<file path="config.mk">
export PLATFORM = sky130hd
export DESIGN_NAME = spq_ctrl
export DESIGN_NICKNAME = d
export VERILOG_FILES = /design/src/sorted_priority_queue_macros.svh /design/src/spq_pkg.sv /design/src/spq_ctrl.sv
export SDC_FILE = /design/constraint.sdc
export NUM_CORES = 1
export LEC_CHECK = 0
export BUFFER_PORTS_ARGS = -buffer_cell sky130_fd_sc_hd__clkbuf_2
export CORE_UTILIZATION = 51
export CTS_CLUSTER_SIZE = 16
export DETAILED_ROUTE_END_ITERATION = 7
export PLACE_DENSITY = 0.86
export SLEW_MARGIN = 5
export SYNTH_ARGS = -nofsm -noshare
export SYNTH_HDL_FRONTEND = slang
export SYNTH_SLANG_ARGS = --single-unit
export TNS_END_PERCENT = 100
</file>
<file path="constraint.sdc">
create_clock -name clk -period 3.4 [get_ports clk]
set_clock_uncertainty 0.2 [all_clocks]
set_input_delay 0.34 -clock clk [delete_from_list [all_inputs] [get_ports clk]]
set_output_delay 0.34 -clock clk [all_outputs]
set_load 0.005 [all_outputs]
</file>
<file path="src/sorted_priority_queue_macros.svh">
// ----------------------------------------------------------------------------
// Sorted priority queue assertion macros
// Concurrent assertion wrappers; empty when SYNTH is defined.
// ----------------------------------------------------------------------------
`ifndef SORTED_PRIORITY_QUEUE_MACROS_SVH
`define SORTED_PRIORITY_QUEUE_MACROS_SVH

`ifndef SYNTH
`define SPQ_ASSERT_IMP(label, ante, cons) \
    label: assert property (@(posedge clk) disable iff (!rst_n) (ante) |-> (cons)) \
        else $error("spq assertion failed");
`define SPQ_ASSERT_NXT(label, ante, cons) \
    label: assert property (@(posedge clk) disable iff (!rst_n) (ante) |=> (cons)) \
        else $error("spq assertion failed");
`else
`define SPQ_ASSERT_IMP(label, ante, cons)
`define SPQ_ASSERT_NXT(label, ante, cons)
`endif

`endif

</file>
<file path="src/spq_pkg.sv">
// ----------------------------------------------------------------------------
// Sorted priority queue package
// Shared types, codes and the ordering relation.
// ----------------------------------------------------------------------------
package spq_pkg;

    localparam int SPQ_CAPACITY = 64;

    typedef enum logic [1:0] {
        FN_PUSH = 2'd0,
        FN_POP  = 2'd1,
        FN_TOP  = 2'd2,
        FN_INC  = 2'd3
    } func_t;

    typedef enum logic [2:0] {
        ST_OK         = 3'd0,
        ST_EMPTY      = 3'd1,
        ST_NOT_FOUND  = 3'd2,
        ST_NOT_HIGHER = 3'd3,
        ST_FULL       = 3'd4
    } status_t;

    typedef enum logic [1:0] {
        REL_LE = 2'd0,
        REL_LT = 2'd1,
        REL_GE = 2'd2,
        REL_GT = 2'd3
    } rel_t;

    typedef enum logic [2:0] {
        IDX_HOLD  = 3'd0,
        IDX_ZERO  = 3'd1,
        IDX_INC   = 3'd2,
        IDX_DEC   = 3'd3,
        IDX_COUNT = 3'd4
    } idx_op_t;

    typedef enum logic [1:0] {
        RD_IDX  = 2'd0,
        RD_PREV = 2'd1,
        RD_NEXT = 2'd2
    } rd_sel_t;

    typedef struct packed {
        logic    load_in;
        idx_op_t idx_op;
        logic    pos_idx;
        logic    pos_count;
        rd_sel_t rd_sel;
        logic    wr_en;
        logic    wr_new;
        logic    cnt_inc;
        logic    cnt_dec;
        logic    cap_head;
        logic    cap_old;
        logic    set_status;
        status_t status_code;
        logic    load_out;
    } spq_cmd_t;

    typedef struct packed {
        logic  count_zero;
        logic  full;
        func_t func;
        logic  rel_hit;
        logic  elem_hit;
        logic  idx_last;
        logic  idx_at_pos;
        logic  out_free;
    } spq_stat_t;

    function automatic logic rel_holds(input rel_t mode, input logic signed [31:0] a,
                                       input logic signed [31:0] b);
        logic r;
        case (mode)
            REL_LE:  r = (a <= b);
            REL_LT:  r = (a < b);
            REL_GE:  r = (a >= b);
            REL_GT:  r = (a > b);
            default: r = 1'b0;
        endcase
        return r;
    endfunction

endpackage

</file>
<file path="src/spq_ctrl.sv">
// ----------------------------------------------------------------------------
// Sorted priority queue controller
// Sequences scan, shift and result steps for each operation.
// ----------------------------------------------------------------------------
module spq_ctrl
    import spq_pkg::*;
(
    input  logic      clk,
    input  logic      rst_n,
    input  logic      in_valid,
    output logic      in_ready,
    input  spq_stat_t stat,
    output spq_cmd_t  cmd
);

    typedef enum logic [13:0] {
        S_IDLE       = 14'b00000000000001,
        S_DISPATCH   = 14'b00000000000010,
        S_PUSH_START = 14'b00000000000100,
        S_LOC_RD     = 14'b00000000001000,
        S_LOC_EV     = 14'b00000000010000,
        S_SH_RD      = 14'b00000000100000,
        S_SH_WR      = 14'b00000001000000,
        S_FIND_RD    = 14'b00000010000000,
        S_FIND_EV    = 14'b00000100000000,
        S_RM_RD      = 14'b00001000000000,
        S_RM_WR      = 14'b00010000000000,
        S_HEAD_RD    = 14'b00100000000000,
        S_HEAD_EV    = 14'b01000000000000,
        S_FIN        = 14'b10000000000000
    } state_t;

    state_t state_reg;
    state_t state_next;

    always_ff @(posedge clk or negedge rst_n)
    begin
        if (!rst_n)
        begin
            state_reg <= S_IDLE;
        end
        else
        begin
            state_reg <= state_next;
        end
    end

    assign in_ready = (state_reg == S_IDLE);

    always_comb
    begin
        state_next  = state_reg;
        cmd         = '0;
        cmd.idx_op  = IDX_HOLD;
        cmd.rd_sel  = RD_IDX;
        cmd.status_code = ST_OK;
        case (state_reg)
            S_IDLE:
            begin
                if (in_valid)
                begin
                    cmd.load_in = 1'b1;
                    state_next  = S_DISPATCH;
                end
            end
            S_DISPATCH:
            begin
                case (stat.func)
                    FN_PUSH:
                    begin
                        if (stat.full)
                        begin
                            cmd.set_status  = 1'b1;
                            cmd.status_code = ST_FULL;
                            state_next      = S_FIN;
                        end
                        else
                        begin
                            state_next = S_PUSH_START;
                        end
                    end
                    FN_POP, FN_TOP:
                    begin
                        if (stat.count_zero)
                        begin
                            cmd.set_status  = 1'b1;
                            cmd.status_code = ST_EMPTY;
                            state_next      = S_FIN;
                        end
                        else
                        begin
                            cmd.idx_op = IDX_ZERO;
                            state_next = S_HEAD_RD;
                        end
                    end
                    FN_INC:
                    begin
                        if (stat.count_zero)
                        begin
                            cmd.set_status  = 1'b1;
                            cmd.status_code = ST_NOT_FOUND;
                            state_next      = S_FIN;
                        end
                        else
                        begin
                            cmd.idx_op = IDX_ZERO;
                            state_next = S_FIND_RD;
                        end
                    end
                    default:
                    begin
                        state_next = S_FIN;
                    end
                endcase
            end
            S_PUSH_START:
            begin
                cmd.idx_op = IDX_ZERO;
                if (stat.count_zero)
                begin
                    cmd.pos_count = 1'b1;
                    state_next    = S_SH_RD;
                end
                else
                begin
                    state_next = S_LOC_RD;
                end
            end
            S_LOC_RD:
            begin
                state_next = S_LOC_EV;
            end
            S_LOC_EV:
            begin
                if (stat.rel_hit)
                begin
                    cmd.pos_idx = 1'b1;
                    cmd.idx_op  = IDX_COUNT;
                    state_next  = S_SH_RD;
                end
                else if (stat.idx_last)
                begin
                    cmd.pos_count = 1'b1;
                    cmd.idx_op    = IDX_COUNT;
                    state_next    = S_SH_RD;
                end
                else
                begin
                    cmd.idx_op = IDX_INC;
                    state_next = S_LOC_RD;
                end
            end
            S_SH_RD:
            begin
                cmd.rd_sel = RD_PREV;
                if (stat.idx_at_pos)
                begin
                    cmd.wr_en   = 1'b1;
                    cmd.wr_new  = 1'b1;
                    cmd.cnt_inc = 1'b1;
                    state_next  = S_FIN;
                end
                else
                begin
                    state_next = S_SH_WR;
                end
            end
            S_SH_WR:
            begin
                cmd.wr_en  = 1'b1;
                cmd.idx_op = IDX_DEC;
                state_next = S_SH_RD;
            end
            S_FIND_RD:
            begin
                state_next = S_FIND_EV;
            end
            S_FIND_EV:
            begin
                if (stat.elem_hit)
                begin
                    if (stat.rel_hit)
                    begin
                        cmd.cap_old = 1'b1;
                        state_next  = S_RM_RD;
                    end
                    else
                    begin
                        cmd.set_status  = 1'b1;
                        cmd.status_code = ST_NOT_HIGHER;
                        state_next      = S_FIN;
                    end
                end
                else if (stat.idx_last)
                begin
                    cmd.set_status  = 1'b1;
                    cmd.status_code = ST_NOT_FOUND;
                    state_next      = S_FIN;
                end
                else
                begin
                    cmd.idx_op = IDX_INC;
                    state_next = S_FIND_RD;
                end
            end
            S_RM_RD:
            begin
                cmd.rd_sel = RD_NEXT;
                if (stat.idx_last)
                begin
                    cmd.cnt_dec = 1'b1;
                    state_next  = (stat.func == FN_POP) ? S_FIN : S_PUSH_START;
                end
                else
                begin
                    state_next = S_RM_WR;
                end
            end
            S_RM_WR:
            begin
                cmd.wr_en  = 1'b1;
                cmd.idx_op = IDX_INC;
                state_next = S_RM_RD;
            end
            S_HEAD_RD:
            begin
                state_next = S_HEAD_EV;
            end
            S_HEAD_EV:
            begin
                cmd.cap_head = 1'b1;
                state_next   = (stat.func == FN_POP) ? S_RM_RD : S_FIN;
            end
            S_FIN:
            begin
                if (stat.out_free)
                begin
                    cmd.load_out = 1'b1;
                    state_next   = S_IDLE;
                end
            end
            default:
            begin
                state_next = S_IDLE;
            end
        endcase
    end

endmodule

</file>
# Word level (Yosys, flattened, before mapping)
# Cells that the tools add are included.
# classes
eq_ne,19
n_mux,50
n_reduce_logical,5
# ops
cell,n
$pmux 14 s14,1
$mux 14,13
$pmux 14 s3,1
$mux 4,6
$pmux 3 s6,1
$mux 1,15
$eq 14x1->1 const B,1
$eq 14x10->1 const B,1
$eq 14x11->1 const B,1
$eq 14x12->1 const B,1
$eq 14x13->1 const B,1
$eq 14x14->1 const B,1
$eq 14x2->1 const B,1
$eq 14x3->1 const B,1
$eq 14x4->1 const B,1
$eq 14x5->1 const B,1
$eq 14x6->1 const B,1
$eq 14x7->1 const B,1
$eq 14x8->1 const B,1
$eq 14x9->1 const B,1
$mux 6,2
$pmux 4 s3,1
$mux 3,3
$pmux 4 s2,1
other kinds (10),16
# word_totals
regBits,14
inputBits,12
elab_cells,75

# Depth between registers and ports, before layout
# depth
word_depth,4
mapped_depth,7
ltp_nobuf,7

# Worst setup path before layout
# Ideal clock, no wire load.
# synth_timing
path_kind,flip-flop to output port
startpoint,register state_reg[4]
endpoint,output port cmd[16] (netlist bit)
arrival_time_ps,1586
required_ps,2860
slack_ps,1274
path_stages_with_launch,6
path_buffers,0
path_cell_list,dfrtp_1 or4_4 nor4_4 and2_1 a21oi_1 o21ai_1
# synth_rtl
element,line,source
"start, declared",spq_ctrl.sv:33,state_t state_reg;
"start signal, assigned",spq_ctrl.sv:44,state_reg <= state_next;
"end, declared",spq_ctrl.sv:13,output spq_cmd_t cmd

==> flow_summary.ini <==
[status]
status = finished clean

[grt]
grt-ovfl-total = 0
grt_usage = 0.260
grt_pass1_vias = 1048
grt_first_pass_wirelength_um = 4800
antenna_found_initial = 0
grt_max_degree = 15

[drt]
wl_per_cell_um = 15.0
post_drt_via_cell_ratio = 6.14
drtPass1Iterations = 4
drt_iter0_markers = 34
routedLengthMet1_um = 1190
dr_wl_met3_um = 175
ant_nets = 0
routed.top_layer = met4
wl_met2_um = 1390
vias = 1148
routed_wl_um = 2800
drc = 0

[sta]
slew_headroom = 0.631
worst_pin_slew_ns = 0.545
setup_tns_ns = 0
fmax_mhz = 364
period_minus_slack_ns = 2.75
rsz0062_at_grt = false
setup_viol = 0
hold_viol = 0
min_period_over_period = 0.808
report.final.slew_viol_count = 0

[floorplan]
die_x_um = 49.6
fp.dieH_um = 49.6
rows = 16
ios = 32
die_area_um2 = 2460
initial_utilization = 0.566
core-area_um2 = 2040

[power]
power_density_nw_per_um2 = 393
leakagePower_nw = 0.708
ir_drop_uv = 271
power_mw = 0.529

[finish]
multi_input_area_um2 = 729
drive_gt1_frac = 0.281
diodes = 0
register_area_um2 = 352
utilization = 0.659
nets = 176
largest_reg_flops = 14
area_delta_synth_final_pct = 16.5
fin_cells = 187
fillers = 179

[setup_path]
startpoint_type = register
end_kind = output port
cp_slowest_cell = dfrtp_1
arrival_ns = 2.21
slowest_delay_ns = 0.49
critical_path_peak_fanout = 7
path_cells = nor4_4, nand3_1, nor3_1, nand2_1, o311ai_0, clkbuf_2
critPathKind = reg -> out
critical_path_required_ns = 2.86

[clocking]
clockBufferDepth = 2
cts-root-buf = clkbuf_4
clock-sinks = 14
hold_buffers = 1
cts_tree = yes
clk_latency_ns = 0.28
cts_made_buffers = 3
clk_pin_slew_ns = 0.09
postCtsSetupBuffers = 0
ctsResizeCount = 0
htreeDepth = 1

[placed_design]
hpwl_um = 2240
dp.cells = 182
port_buffers = 31
gp_congestion = 0.833

[logic_synthesis]
synth_area_leaders = dfrtp_1, nor4b_1, nor4_4, and2_1, ha_1
netlist.area_leader.share = 0.281
netlist_area_um2 = 1160
synth_most_common_cell = dfrtp_1
netlist_instances = 129
synthArstFlopShare = 1.00
avgSynthCellArea_um2 = 8.96
synth_area_leader_cell = dfrtp_1
yosysSeqAreaShare = 0.304
ys_warn_count = 0
synth.top_cells.by_count = dfrtp_1, nand2_1, inv_1, nor2_1, nor4b_1
synth_flop_cell = dfrtp_1
synth-seq-cells = 14
synth_edf_count = 0
synth_cell_type_count = 51
syn_nets = 144

[run]
drv_cap = 0

[hold_path]
hp-class = in -> reg
[per-layer routing]
metal  track usage  vias up
met3        0.0463        4
met5             0        -
met4        0.0762        0
met1         0.327      549
met2         0.450       45
li1              -      550
[worst max-delay path: cells and delay by family (launching register included)]
kind | cells | cell delay (ns)
and+or+nand+nor | 4 | 1.12
DFF | 1 | 0.49
buffers and inverters | 1 | 0.19
AOI/OAI and AO/OA | 1 | 0.13
[layout make-up]
class                           count  share of cell area
Tap cell                           27              0.0251
Sequential cell                    14               0.261
Timing Repair Buffer               32               0.123
Multi-Input combinational cell    102               0.542
Clock buffer                        4              0.0270
Inverter                            8              0.0223
[kinds of logic (layout without fill, tap and decap cells)]
| logic type | count (synthesis) | count (layout) | share of synthesized area |
|---|---|---|---|
| buf+inv | 13 | 44 | 0.0649 |
| xor+xnor | 4 | 4 | 0.0303 |
| simple gates | 74 | 74 | 0.434 |
| fa+ha+maj | 3 | 3 | 0.0325 |
| compound gates | 20 | 20 | 0.126 |
| mux | 1 | 1 | 0.00866 |
| flops | 14 | 14 | 0.304 |
[layout by cell type (no fill, tap or decap), types with 5 or more instances in the layout]
cell type  count
dfrtp_1       13
clkbuf_2      31
nor4b_1        8
and2_1         6
nor2_1         8
nand3_1        7
nand2_1       10
inv_1          8
and3_1         5
[path summary, 6_finish.rpt]
check / slack [ns] / endpoint / depth (start not counted) / start
min in group asynchronous: 0.29 / state_reg[1]$_DFFE_PN0P_ / 2 / rst_n
max reg2reg: 1.20 / state_reg[0]$_DFFE_PN1P_ / 4 / state_reg[11]$_DFFE_PN0P_
min: 0.02 / state_reg[6]$_DFFE_PN0P_ / 2 / stat[1]
min reg2reg: 0.46 / state_reg[4]$_DFFE_PN0P_ / 1 / state_reg[3]$_DFFE_PN0P_
max in group asynchronous: 2.40 / state_reg[0]$_DFFE_PN1P_ / 2 / rst_n
max: 0.65 / cmd[15] / 6 / state_reg[8]$_DFFE_PN0P_
[stage by stage]
step,worst slack [ns],cell area [µm²],hold slack (ns)
floorplan,1.27,1160,-0.156
global placement,1.02,1300,0.0661
detailed placement,1.03,1300,0.0699
CTS,0.706,1350,0.0159
global route,0.494,1350,0.0208
finish,0.652,1350,0.0189
[power breakdown]
part	switching, mW	leakage [nW]	internal (mW)	total [mW]
Combinational	0.0998	0.496	0.0937	0.194
Sequential	0.0295	0.190	0.184	0.214
Clock	0.0566	0.0210	0.0651	0.122
Total	0.186	0.708	0.343	0.529
No activity file was read; power rests on OpenSTA's default activity.
